### src/hdl/spd_pkg.sv
// ----------------------------------------------------------------------------
// spd_pkg
// Shared widths, constants and codes for the spectrum peak-hold/decay core.
// ----------------------------------------------------------------------------
package spd_pkg;

  localparam int BIN_W   = 6;    // bin number field
  localparam int MAG_W   = 16;   // Q0.16 magnitude / level
  localparam int COEF_W  = 17;   // Q1.16 coefficient, 65536 = 1.0
  localparam int CFG_A_W = 2;    // config register index
  localparam int SUM_W   = 32;   // frame level accumulator

  localparam logic [COEF_W-1:0] ONE_Q16     = 17'd65536;
  localparam logic [MAG_W-1:0]  FLOOR_Q16   = 16'd6554;   // 0.1
  localparam logic [COEF_W-1:0] DECAY_RESET = 17'd58982;  // 0.9
  localparam logic [COEF_W-1:0] GAIN_RESET  = 17'd65536;  // 1.0

  typedef enum logic [CFG_A_W-1:0] {
    CFG_DECAY = 2'd0,
    CFG_GAIN  = 2'd1,
    CFG_RUN   = 2'd2
  } cfg_idx_t;

  typedef logic [BIN_W-1:0]  bin_t;
  typedef logic [MAG_W-1:0]  mag_t;
  typedef logic [COEF_W-1:0] coef_t;

endpackage

### src/hdl/spd_in_if.sv
// ----------------------------------------------------------------------------
// spd_in_if
// Input beat channel: one spectrum bin magnitude per beat.
// ----------------------------------------------------------------------------
interface spd_in_if;
  import spd_pkg::*;

  logic valid;
  logic ready;
  bin_t bin_index;
  mag_t magnitude;
  logic frame_last;

  modport source (output valid, output bin_index, output magnitude, output frame_last,
                  input ready);
  modport sink   (input valid, input bin_index, input magnitude, input frame_last,
                  output ready);
endinterface

### src/hdl/spd_out_if.sv
// ----------------------------------------------------------------------------
// spd_out_if
// Result beat channel: one smoothed bin level per beat, frame stats on last.
// ----------------------------------------------------------------------------
interface spd_out_if;
  import spd_pkg::*;

  logic valid;
  logic ready;
  bin_t out_bin;
  mag_t level;
  mag_t frame_average;
  mag_t frame_peak;
  logic frame_done;

  modport source (output valid, output out_bin, output level, output frame_average,
                  output frame_peak, output frame_done, input ready);
  modport sink   (input valid, input out_bin, input level, input frame_average,
                  input frame_peak, input frame_done, output ready);
endinterface

### src/hdl/spd_ram.sv
// ----------------------------------------------------------------------------
// spd_ram
// Generic simple dual-port RAM, one write port, one registered read port.
// A read at the address being written returns the old contents.
// ----------------------------------------------------------------------------
module spd_ram #(
  parameter int WIDTH = 16,
  parameter int DEPTH = 64
) (
  input  logic                     clk,
  input  logic                     we,
  input  logic [$clog2(DEPTH)-1:0] waddr,
  input  logic [WIDTH-1:0]         wdata,
  input  logic                     re,
  input  logic [$clog2(DEPTH)-1:0] raddr,
  output logic [WIDTH-1:0]         rdata
);

  logic [WIDTH-1:0] mem [DEPTH];

  always_ff @(posedge clk) begin
    if (we) begin
      mem[waddr] <= wdata;
    end
    if (re) begin
      rdata <= mem[raddr];
    end
  end

endmodule

### src/hdl/spectrum_peak_hold_decay_core.sv
// ----------------------------------------------------------------------------
// spectrum_peak_hold_decay_core
// Per-bin peak hold with multiplicative decay over a streamed spectrum.
// ----------------------------------------------------------------------------
// Takes one bin magnitude per beat and returns one smoothed level per beat, in
// order. Throughput is one beat per clock unless out_ch.ready holds the stages
// or the clearing pass runs. The result passes three register stages (scale
// multiply, level read/decay/write-back, frame accumulate). Levels live in a
// BINS-deep RAM with one write and one registered read port; an item that
// reads a bin written by the item just ahead of it takes the fresh value from
// a bypass register. After reset a clearing pass writes zero to every bin, one
// per clock, and in.ready stays low until it is done (config writes are taken
// throughout). Config writes are only legal while no beat is in flight.
// frame_average and frame_peak are nonzero only on the beat with frame_done
// set.
// ----------------------------------------------------------------------------
module spectrum_peak_hold_decay_core #(
  parameter int BINS = 64
) (
  input  logic                          clk,
  input  logic                          rst_n,
  spd_in_if.sink                        in_ch,
  spd_out_if.source                     out_ch,
  input  logic                          cfg_we,
  input  logic [spd_pkg::CFG_A_W-1:0]   cfg_index,
  input  logic [spd_pkg::COEF_W-1:0]    cfg_wdata
);
  import spd_pkg::*;

  localparam int AW     = $clog2(BINS);
  localparam int CW     = (AW > BIN_W ? AW : BIN_W) + 1;
  localparam int AVG_SH = $clog2(BINS + 1) - 1;   // floor(log2 BINS)

  // ---------------- config registers ----------------
  coef_t decay_r, gain_r;
  logic  run_r;
  coef_t decay_lim, gain_lim;

  always_ff @(posedge clk) begin
    if (!rst_n) begin
      decay_r <= DECAY_RESET;
      gain_r  <= GAIN_RESET;
      run_r   <= 1'b0;
    end else if (cfg_we) begin
      unique case (cfg_idx_t'(cfg_index))
        CFG_DECAY: decay_r <= cfg_wdata;
        CFG_GAIN:  gain_r  <= cfg_wdata;
        CFG_RUN:   run_r   <= cfg_wdata[0];
        default:   ;
      endcase
    end
  end

  // anything above 1.0 acts as 1.0
  assign decay_lim = (decay_r > ONE_Q16) ? ONE_Q16 : decay_r;
  assign gain_lim  = (gain_r  > ONE_Q16) ? ONE_Q16 : gain_r;

  // ---------------- clearing pass ----------------
  logic          clr_active_r;
  logic [AW-1:0] clr_addr_r;

  always_ff @(posedge clk) begin
    if (!rst_n) begin
      clr_active_r <= 1'b1;
      clr_addr_r   <= '0;
    end else if (clr_active_r) begin
      clr_addr_r <= clr_addr_r + 1'b1;
      if (clr_addr_r == AW'(BINS - 1)) begin
        clr_active_r <= 1'b0;
      end
    end
  end

  // ---------------- stage handshake ----------------
  logic s1_valid_r, s2_valid_r, out_valid_r;
  logic en_out, en2, en1, in_fire;

  assign en_out  = !out_valid_r || out_ch.ready;
  assign en2     = !s2_valid_r || en_out;
  assign en1     = !s1_valid_r || en2;
  assign in_ch.ready = en1 && !clr_active_r;
  assign in_fire = in_ch.valid && in_ch.ready;

  // ---------------- stage 1: input scale, RAM read issued ----------------
  logic [2*MAG_W:0] scale_prod;
  bin_t             s1_bin_r;
  logic             s1_last_r, s1_inr_r;
  mag_t             s1_scaled_r;
  logic             in_range;

  assign scale_prod = in_ch.magnitude * gain_lim;
  assign in_range   = CW'(in_ch.bin_index) < CW'(BINS);

  always_ff @(posedge clk) begin
    if (!rst_n) begin
      s1_valid_r <= 1'b0;
    end else if (en1) begin
      s1_valid_r <= in_fire;
    end
  end

  always_ff @(posedge clk) begin
    if (en1) begin
      s1_bin_r    <= in_ch.bin_index;
      s1_last_r   <= in_ch.frame_last;
      s1_inr_r    <= in_range;
      s1_scaled_r <= scale_prod[2*MAG_W-1:MAG_W];   // gain <= 1.0 keeps it in 16 bits
    end
  end

  // ---------------- level RAM ----------------
  logic          ram_we;
  logic [AW-1:0] ram_waddr, s1_addr;
  mag_t          ram_wdata, ram_rdata;
  logic          item_we;

  assign s1_addr   = AW'(s1_bin_r);
  assign item_we   = en2 && s1_valid_r && s1_inr_r && run_r;
  assign ram_we    = clr_active_r || item_we;
  assign ram_waddr = clr_active_r ? clr_addr_r : s1_addr;

  spd_ram #(
    .WIDTH (MAG_W),
    .DEPTH (BINS)
  ) u_levels (
    .clk   (clk),
    .we    (ram_we),
    .waddr (ram_waddr),
    .wdata (ram_wdata),
    .re    (en1),
    .raddr (AW'(in_ch.bin_index)),
    .rdata (ram_rdata)
  );

  // bypass: last write made at the same edge the current stage-1 read was taken
  logic          byp_valid_r;
  logic [AW-1:0] byp_addr_r;
  mag_t          byp_data_r;

  always_ff @(posedge clk) begin
    if (!rst_n) begin
      byp_valid_r <= 1'b0;
    end else if (en1) begin
      byp_valid_r <= item_we;
    end
  end

  always_ff @(posedge clk) begin
    if (en1) begin
      byp_addr_r <= s1_addr;
      byp_data_r <= ram_wdata;
    end
  end

  // ---------------- stage 1 compute: decay, peak compare ----------------
  mag_t             lev_old, lev_sel, lev_new;
  logic [2*MAG_W:0] decay_prod;
  mag_t             decayed;

  assign lev_old    = (byp_valid_r && byp_addr_r == s1_addr) ? byp_data_r : ram_rdata;
  assign decay_prod = lev_old * decay_lim;
  assign decayed    = decay_prod[2*MAG_W-1:MAG_W];

  always_comb begin
    lev_sel = decayed;
    if (decayed < s1_scaled_r) begin
      // small nonzero input is lifted to the 0.1 floor
      lev_sel = (s1_scaled_r < FLOOR_Q16) ? FLOOR_Q16 : s1_scaled_r;
    end
    if (!s1_inr_r) begin
      lev_new = '0;
    end else if (run_r) begin
      lev_new = lev_sel;
    end else begin
      lev_new = lev_old;
    end
  end

  assign ram_wdata = clr_active_r ? '0 : lev_new;

  // ---------------- stage 2: level out of the RMW loop ----------------
  bin_t s2_bin_r;
  mag_t s2_lev_r;
  logic s2_last_r;

  always_ff @(posedge clk) begin
    if (!rst_n) begin
      s2_valid_r <= 1'b0;
    end else if (en2) begin
      s2_valid_r <= s1_valid_r;
    end
  end

  always_ff @(posedge clk) begin
    if (en2) begin
      s2_bin_r  <= s1_bin_r;
      s2_lev_r  <= lev_new;
      s2_last_r <= s1_last_r;
    end
  end

  // ---------------- frame accumulate ----------------
  logic [SUM_W-1:0] sum_r, sum_nxt, sum_upd;
  mag_t             max_r, max_nxt, max_upd;
  logic [SUM_W:0]   sum_wide;
  logic [SUM_W-1:0] avg_wide;
  mag_t             avg_val;
  logic             s2_fire;

  assign s2_fire  = s2_valid_r && en_out;
  assign sum_wide = {1'b0, sum_r} + (SUM_W + 1)'(s2_lev_r);
  assign sum_upd  = sum_wide[SUM_W] ? '1 : sum_wide[SUM_W-1:0];
  assign max_upd  = (s2_lev_r > max_r) ? s2_lev_r : max_r;
  assign avg_wide = sum_upd >> AVG_SH;
  assign avg_val  = (avg_wide > SUM_W'(16'hFFFF)) ? 16'hFFFF : avg_wide[MAG_W-1:0];

  always_comb begin
    sum_nxt = sum_r;
    max_nxt = max_r;
    if (s2_fire) begin
      sum_nxt = s2_last_r ? '0 : sum_upd;
      max_nxt = s2_last_r ? '0 : max_upd;
    end
  end

  always_ff @(posedge clk) begin
    if (!rst_n) begin
      sum_r <= '0;
      max_r <= '0;
    end else begin
      sum_r <= sum_nxt;
      max_r <= max_nxt;
    end
  end

  // ---------------- output register ----------------
  bin_t out_bin_r;
  mag_t out_lev_r, out_avg_r, out_peak_r;
  logic out_done_r;

  always_ff @(posedge clk) begin
    if (!rst_n) begin
      out_valid_r <= 1'b0;
    end else if (en_out) begin
      out_valid_r <= s2_valid_r;
    end
  end

  always_ff @(posedge clk) begin
    if (en_out) begin
      out_bin_r  <= s2_bin_r;
      out_lev_r  <= s2_lev_r;
      out_avg_r  <= s2_last_r ? avg_val : '0;
      out_peak_r <= s2_last_r ? max_upd : '0;
      out_done_r <= s2_last_r;
    end
  end

  assign out_ch.valid         = out_valid_r;
  assign out_ch.out_bin       = out_bin_r;
  assign out_ch.level         = out_lev_r;
  assign out_ch.frame_average = out_avg_r;
  assign out_ch.frame_peak    = out_peak_r;
  assign out_ch.frame_done    = out_done_r;

  // ---------------- assertions ----------------
  // clearing pass owns the RAM write port
  a_clr_no_item_write: assert property (@(posedge clk) disable iff (!rst_n)
    clr_active_r |-> !item_we)
    else $error("item write during clearing pass");

  // no beat taken before the store is cleared
  a_clr_blocks_input: assert property (@(posedge clk) disable iff (!rst_n)
    clr_active_r |-> !in_ch.ready)
    else $error("input accepted during clearing pass");

  // frame stats only travel on the closing beat
  a_stats_on_last: assert property (@(posedge clk) disable iff (!rst_n)
    (out_valid_r && !out_done_r) |-> (out_avg_r == '0 && out_peak_r == '0))
    else $error("frame stats on a non-final beat");

  // a stalled stage-1 item keeps its RAM word: nothing else may write meanwhile
  a_stall_no_write: assert property (@(posedge clk) disable iff (!rst_n)
    (s1_valid_r && !en2) |-> !ram_we)
    else $error("RAM written while stage 1 stalled");

endmodule

### src/flat_wrapper.sv
// flat-port wrapper written by rule: the top's interface ports become plain ports
module spectrum_peak_hold_decay_core_flat import spd_pkg::*;
#(
  parameter int BINS = 64
)
  (clk, rst_n, cfg_we, cfg_index, cfg_wdata, in_ch_valid, in_ch_bin_index, in_ch_magnitude, in_ch_frame_last, in_ch_ready, out_ch_valid, out_ch_out_bin, out_ch_level, out_ch_frame_average, out_ch_frame_peak, out_ch_frame_done, out_ch_ready);
  spd_in_if in_ch_i ();
  spd_out_if out_ch_i ();
  input  logic clk;
  input  logic rst_n;
  input  logic cfg_we;
  input  logic [spd_pkg::CFG_A_W-1:0] cfg_index;
  input  logic [spd_pkg::COEF_W-1:0] cfg_wdata;
  input wire logic [$bits(in_ch_i.valid)-1:0] in_ch_valid;
  input wire logic [$bits(in_ch_i.bin_index)-1:0] in_ch_bin_index;
  input wire logic [$bits(in_ch_i.magnitude)-1:0] in_ch_magnitude;
  input wire logic [$bits(in_ch_i.frame_last)-1:0] in_ch_frame_last;
  output wire logic [$bits(in_ch_i.ready)-1:0] in_ch_ready;
  output wire logic [$bits(out_ch_i.valid)-1:0] out_ch_valid;
  output wire logic [$bits(out_ch_i.out_bin)-1:0] out_ch_out_bin;
  output wire logic [$bits(out_ch_i.level)-1:0] out_ch_level;
  output wire logic [$bits(out_ch_i.frame_average)-1:0] out_ch_frame_average;
  output wire logic [$bits(out_ch_i.frame_peak)-1:0] out_ch_frame_peak;
  output wire logic [$bits(out_ch_i.frame_done)-1:0] out_ch_frame_done;
  input wire logic [$bits(out_ch_i.ready)-1:0] out_ch_ready;
  assign in_ch_i.valid = in_ch_valid;
  assign in_ch_i.bin_index = in_ch_bin_index;
  assign in_ch_i.magnitude = in_ch_magnitude;
  assign in_ch_i.frame_last = in_ch_frame_last;
  assign in_ch_ready = in_ch_i.ready;
  assign out_ch_valid = out_ch_i.valid;
  assign out_ch_out_bin = out_ch_i.out_bin;
  assign out_ch_level = out_ch_i.level;
  assign out_ch_frame_average = out_ch_i.frame_average;
  assign out_ch_frame_peak = out_ch_i.frame_peak;
  assign out_ch_frame_done = out_ch_i.frame_done;
  assign out_ch_i.ready = out_ch_ready;
  spectrum_peak_hold_decay_core #(.BINS(BINS)) u_core (.clk(clk), .rst_n(rst_n), .in_ch(in_ch_i), .out_ch(out_ch_i), .cfg_we(cfg_we), .cfg_index(cfg_index), .cfg_wdata(cfg_wdata));
endmodule
### config.mk
export PLATFORM = sky130hd
export DESIGN_NAME = spectrum_peak_hold_decay_core_flat
export DESIGN_NICKNAME = d
export VERILOG_FILES = /design/src/hdl/spd_pkg.sv /design/src/hdl/spd_in_if.sv /design/src/hdl/spd_out_if.sv /design/src/hdl/spd_ram.sv /design/src/hdl/spectrum_peak_hold_decay_core.sv /design/src/flat_wrapper.sv
export SDC_FILE = /design/constraint.sdc
export NUM_CORES = 2
export LEC_CHECK = 0
export BUFFER_PORTS_ARGS = -buffer_cell sky130_fd_sc_hd__buf_2
export CAP_MARGIN = 25
export CORE_UTILIZATION = 60
export DETAILED_ROUTE_END_ITERATION = 10
export MAX_ROUTING_LAYER = met4
export PLACE_DENSITY_LB_ADDON = 0.05
export SYNTH_ARGS = -nofsm -noshare
export SYNTH_HDL_FRONTEND = slang
export SYNTH_HIERARCHICAL = 1
export SYNTH_SLANG_ARGS = --single-unit
### constraint.sdc
create_clock -name clk -period 21.4 [get_ports clk]
set_clock_uncertainty 0.05 [all_clocks]
set_input_delay 1.07 -clock clk [delete_from_list [all_inputs] [get_ports clk]]
set_output_delay 1.07 -clock clk [all_outputs]
set_load 0.02 [all_outputs]
Word-level counts from Yosys, hierarchy flattened --
Memories as Yosys holds them, arrays and structs flattened. A register that Yosys moved wholly into a read port is not among the register bits. Cells that the tools add are included.
Operators by class: add/subtract/negate cells 2, multiply operators 2, div/mod/pow operators 0, magnitude comparators 6, eq/ne operators 4, shift-type cells 0, mux-type cells 17, bitwise operators 0, reduce and logical (&&, ||, !) cells 18
Operators by type and width (number):
- 2-to-1 mux 16 bit | 8
- multiplier 16 x 17 -> 32 bit | 2
- 2-to-1 mux 32 bit | 2
- greater-than comparator 17 bit, second input constant | 2
- 2-to-1 mux 17 bit | 2
- adder 32 x 16 -> 33 bit | 1
- greater-than comparator 26 x 16 -> 1 bit, second input constant | 1
- greater-than comparator 16 bit | 1
- less-than comparator 16 x 13 -> 1 bit, second input constant | 1
- less-than comparator 16 bit | 1
- adder 6 x 1 -> 6 bit, second input constant | 1
- == test 6 bit | 1
- == test 6 bit, second input constant | 1
- logical AND 1 bit | 6
- 2-to-1 mux 6 bit | 1
- AND reduction 2 bit | 3
- zero test 1 bit | 4
- logical OR 1 bit | 4
- 2-to-1 mux 1 bit | 4
- == test 2 x 1 -> 1 bit, second input constant | 1
- == test 2 bit, second input constant | 1
- zero test 2 bit | 1
Storage, ports and cells: register bits 217, bits in latches 0, bits in writable memories 1024, bits in read-only memories 0, input port bits 47, output and inout port bits 57, word-level logic and storage cells 74, memories 1
Memory list:
- u_core.u_levels.mem | words 64, bits a word 16, rd ports 1, clocked after memory_dff 1, write ports 1, line spd_ram.sv:19 | logic [WIDTH-1:0] mem [DEPTH];

Logic depth before layout (Yosys ltp) --
word-level depth 8, depth in mapped cells 42, gate-level depth less buffers 39

Cells and area by module --
Netlist, hierarchy kept.
Modules (own cells, without submodules):
- spd_ram | instances 1, cells an instance 1829, area an instance 40202.3 sq um, seq. area each 31230.0 sq um
- spectrum_peak_hold_decay_core | instances 1, cells an instance 2993, area an instance 27431.3 sq um, seq. area each 5575.3 sq um

Worst setup path before layout --
No wires, ideal clock.
path kind register -> register, start point register u_core.s1_bin_r[3], in the netlist u_core/s1_addr[3], end point register u_core.byp_data_r[11] (data pin), library setup time 0.729 ns, arrival 12.126 ns, required time 20.621 ns, slack 8.495 ns, cell stages (with the launch flop) 39, buffers on the path 3, clock period less this slack 12.905 ns, path through edfxtp_1 -> xor2_1 -> or3_1 -> nor2_1 -> clkbuf_1 -> buf_2 -> mux2i_1 -> nor2_1 -> fa_1 -> inv_1 -> fa_1 -> inv_1 -> fa_1 -> fa_1 -> fa_1 -> inv_1 -> fa_1 -> inv_1 -> (+3 left out) -> nand2_1 -> a21oi_1 -> a211oi_2 -> o31ai_4 -> nor4b_4 -> nor2_1 -> nor2_1 -> nor2_1 -> ha_1 -> a21o_1 -> a21o_1 -> a21oi_1 -> o21a_1 -> o21ai_0 -> o31ai_4 -> buf_4 -> o21ai_0 -> a211oi_1
Between the ends: longest elaborated chain between the ends 8
RTL lines:
- start, declared | line spectrum_peak_hold_decay_core.sv:86 | bin_t s1_bin_r;
- start signal, assigned | line spectrum_peak_hold_decay_core.sv:104 | s1_bin_r <= in_ch.bin_index;
- == test 6 bit (*) | line spectrum_peak_hold_decay_core.sv:160 | assign lev_old = (byp_valid_r && byp_addr_r == s1_addr) ? byp_data_r : ram_rdata;
- logical AND 1 bit (*) | line spectrum_peak_hold_decay_core.sv:160
- 2-to-1 mux 16 bit (*) | line spectrum_peak_hold_decay_core.sv:160
- multiplier 16 x 17 -> 32 bit | line spectrum_peak_hold_decay_core.sv:161 | assign decay_prod = lev_old * decay_lim;
- less-than comparator 16 bit | line spectrum_peak_hold_decay_core.sv:166 | if (decayed < s1_scaled_r) begin
- 2-to-1 mux 16 bit | line spectrum_peak_hold_decay_core.sv:166
- 2-to-1 mux 16 bit (*) | line spectrum_peak_hold_decay_core.sv:172 | end else if (run_r) begin
- 2-to-1 mux 16 bit (*) | line spectrum_peak_hold_decay_core.sv:179 | assign ram_wdata = clr_active_r ? '0 : lev_new;
- via u_core.ram_wdata[11] | line spectrum_peak_hold_decay_core.sv:114 | mag_t ram_wdata, ram_rdata;
- end signal, assigned | line spectrum_peak_hold_decay_core.sv:151 | byp_data_r <= ram_wdata;
- end, declared | line spectrum_peak_hold_decay_core.sv:138 | mag_t byp_data_r;
The timed path passes the listed nets; every way through them passes the cells marked *. A chain may end at the register's enable or synchronous reset.

Worst setup path in the final report --
start point register u_core.s1_bin_r[3], in the netlist u_core/s1_addr[3], end point memory u_core.u_levels.mem[9][13] (data pin)
Between the ends: longest elaborated chain between the ends 8
RTL lines (line):
- == test 6 bit (*) | spectrum_peak_hold_decay_core.sv:160
- logical AND 1 bit (*) | spectrum_peak_hold_decay_core.sv:160
- 2-to-1 mux 16 bit (*) | spectrum_peak_hold_decay_core.sv:160
- multiplier 16 x 17 -> 32 bit | spectrum_peak_hold_decay_core.sv:161
- less-than comparator 16 bit | spectrum_peak_hold_decay_core.sv:166
- 2-to-1 mux 16 bit | spectrum_peak_hold_decay_core.sv:166
- 2-to-1 mux 16 bit (*) | spectrum_peak_hold_decay_core.sv:172
- 2-to-1 mux 16 bit (*) | spectrum_peak_hold_decay_core.sv:179
- via u_core.ram_wdata[13] | spectrum_peak_hold_decay_core.sv:114
- end, declared | spd_ram.sv:19
Marked as above.

==> flow_metrics.py <==
metrics = {
    "run_status": {
        "status": "finished clean",
    },
    "yosys": {
        "synth_edf_count": 1163,
        "synth.top_cell.area_share_pct": 51.64,
        "synth_ff_type": "edfxtp_1",
        "synth_area_leader_cell": "edfxtp_1",
        "seq_area_frac_synth_pct": 54.42,
        "syn_area_um2": 67630,
        "synth_cells": 4822,
        "syn_nets": 5526,
        "async_flop_share_pct": 0,
        "avgSynthCellArea_um2": 14.03,
        "yosys-top-cells-count": "1,163 x edfxtp_1, 523 x inv_1, 522 x nand2_1",
        "synth_cell_types": 86,
        "ys_ff_latch": 1257,
        "synth_warnings": 6,
        "synth.most_common_cell": "edfxtp_1",
        "synthTopCellsByArea": "edfxtp_1 52%, fa_1 12%, mux4_2 7.3%",
    },
    "routing": {
        "vias": 40020,
        "drc": 0,
        "routed_wl_um": 171100,
        "routedWlPerCell_um": 26.21,
        "final_antenna_net_count": 0,
        "drt-vias-per-instance": 6.129,
        "dr.pass1.iters": 5,
        "initialDrtViolationCount": 3696,
    },
    "sta": {
        "worst_pin_slew_ns": 1.070,
        "timing.final.ws_setup_ns": 9.749,
        "rsz0062_at_grt": "no",
        "fin_setup_tns_ns": 0,
        "setup-violations-final": 0,
        "fin_crit_ns": 11.65,
        "relSlewSlack_pct": 28.34,
        "slew_viol_final": 0,
        "period_share_pct": 54.44,
        "hold_viol": 0,
        "fmax_ghz": 0.08583,
    },
    "final_layout": {
        "fin_nets": 5638,
        "area_delta_synth_final_pct": 9.784,
        "drive_gt1_share_pct": 14.70,
    },
    "grt": {
        "grt_overflow": 0,
        "grt_start_max_net_pins": 116,
        "grtUsageTotal_pct": 31.90,
        "first_global_vias": 39790,
        "grt_pass1_wl_um": 255700,
        "antenna_found_initial": 5,
    },
    "placed_design": {
        "gp_congestion": 0.9464,
        "post-place-ws_ns": 9.523,
        "io_buffer_count": 103,
        "dp_hpwl_um": 115600,
    },
    "floorplan": {
        "dieWidth_um": 337.7,
        "dieArea_um2": 114100,
        "initial_core_util_pct": 60.78,
        "coreArea_um2": 111300,
        "die_y_um": 337.7,
        "num_io_pins": 104,
        "fp-row-count": 122,
    },
    "worst_setup_path": {
        "crit_path_frequent_cell": "fa_1",
        "crit_slowest_cell": "a211oi_4",
        "cp.required_ns": 21.86,
        "slowest_delay_ns": 0.91,
        "crit_arrival_ns": 12.11,
        "worstSetupPathType": "register to register",
        "critPathCaptureType": "register",
        "critPathMaxFanout": 40,
        "start_kind": "register",
    },
    "worst_hold_path": {
        "hold_path.class": "register to register",
    },
    "clock_tree": {
        "htreeDepth": 4,
        "cts_tree": "yes",
        "cts-resized-gates": 0,
        "numCtsBuffers": 133,
        "clock_sinks": 1257,
        "clk_pin_slew_ns": 0.06,
        "clockRootBuffer": "clkbuf_16",
        "hold_buffers": 0,
        "cts_setup_buffers": 0,
        "clockBufferDepth": 3,
        "insertion_delay_ns": 0.75,
    },
    "power": {
        "vdd_ir_drop_max_mv": 0.4223,
        "p_per_area_nw_per_um2": 134.4,
        "leakage_nw": 27.78,
    },
    "flow_run": {
        "cap_violations": 0,
    },
}
==> where the power goes <==
part	internal (mW)	total [mW]	switching (mW)
sequential	2.74	2.83	0.0919
clock	1.29	2.25	0.959
combinational	1.95	4.90	2.95
==> critical path, delay by kind of cell, from the launching register on <==
kind / cells / cell delay (ns)
mux: 2 / 0.88
buf+inv: 7 / 1.43
simple gates: 10 / 1.99
flops: 1 / 0.44
xor+xnor: 1 / 0.19
fa+ha+maj: 8 / 3.61
compound gates: 10 / 2.72
==> per-layer routing <==
| layer | part of all wire (%) | track usage [%] |
|---|---|---|
| met1 | 41 | 42.95 |
| met2 | 49 | 50.17 |
| met3 | 7.1 | 4.939 |
| met4 | 3.4 | 10.57 |
| met5 | 0 | - |
==> state kept, by name, indices dropped and copies added (netlist names), 6 cells and up <==
signal / cells
u_core/byp_addr_r: 6
u_core/byp_data_r: 16
u_core/clr_addr_r: 6
u_core/decay_r: 17
u_core/gain_r: 17
u_core/max_r: 16
u_core/out_ch.frame_average: 16
u_core/out_ch.frame_peak: 16
u_core/out_ch.level: 16
u_core/out_ch.out_bin: 6
u_core/s1_addr: 6
u_core/s1_scaled_r: 16
u_core/s2_bin_r: 6
u_core/s2_lev_r: 16
u_core/sum_r: 32
u_core/u_levels/mem: 1024
u_core/u_levels/rdata: 16
==> kinds of logic after synthesis <==
family	after synthesis	share of synthesized area, %
multiplexers	377	9.833
flip-flops	1257	54.42
AND/OR/NAND/NOR	1203	8.260
AO/OA/AOI/OAI	484	5.030
XOR/XNOR	67	0.8676
adder cells (fa/ha/maj)	657	16.74
buffers and inverters	777	4.852
==> area by class of cell <==
| class | count | area [um^2] |
|---|---|---|
| clock buffers | 172 | 3517 |
| clock inverters | 69 | 735.7 |
| flip-flops and latches | 1257 | 36810 |
| inverters | 524 | 1967 |
| well taps | 1488 | 1862 |
| multi-input cells | 2788 | 27780 |
| fillers | 7878 | 37030 |
| diodes | 2 | 5.005 |
| repair buffers | 230 | 1580 |
==> placed cells by master, fill, tap and decap left out, types with 25 or more instances in the layout <==
cell type and n:
edfxtp_1 1163, buf_2 100, ha_1 244, a21boi_0 34, nand2_1 521, xnor2_1 47
dfxtp_1 92, clkbuf_1 37, nand3_1 75, mux2_2 47, o21ai_0 49, a21oi_1 108
nor2b_1 51, clkinv_1 25, buf_4 119, and2_1 66, clkbuf_16 135, nand4_1 29
a31oi_1 33, mux4_2 220, mux2i_1 104, nor2_1 251, a21o_1 32, fa_1 413
and3_1 94, a22oi_1 46, inv_1 522
==> worst paths after layout <==
| kind | startpoint | end | slack (ns) | cells after the start |
|---|---|---|---|---|
| worst max register to register | u_core/s1_addr[3]$_DFFE_PN_ | u_core/u_levels/mem[9][13]$_DFFE_PP_ | 9.75 | 38 |
| worst min-delay path | u_core/s1_last_r$_DFFE_PN_ | u_core/s2_last_r$_DFFE_PP_ | 0.38 | 0 |
| worst max-delay path | u_core/s1_addr[3]$_DFFE_PN_ | u_core/u_levels/mem[9][13]$_DFFE_PP_ | 9.75 | 38 |
| worst min register to register | u_core/s1_last_r$_DFFE_PN_ | u_core/s2_last_r$_DFFE_PP_ | 0.38 | 0 |
==> stage by stage <==
| step | total power [mW] | instances | util [%] | cell area (um^2) | hold slack, ns |
|---|---|---|---|---|---|
| after global placement | 7.716 | 6282 | 62.82 | 69910 | 0.3572 |
| after CTS | 9.980 | 6525 | 66.67 | 74190 | 0.3734 |
| after floorplan | 6.517 | 4822 | - | 67630 | 0.3503 |
| final | 9.978 | 6530 | 66.73 | 74250 | 0.3753 |
| after global routing | 10.68 | 6529 | 66.72 | 74250 | 0.3832 |
| after detailed placement | 7.705 | 6284 | 62.85 | 69940 | 0.3590 |
No activity file was read; power rests on OpenSTA's default activity.
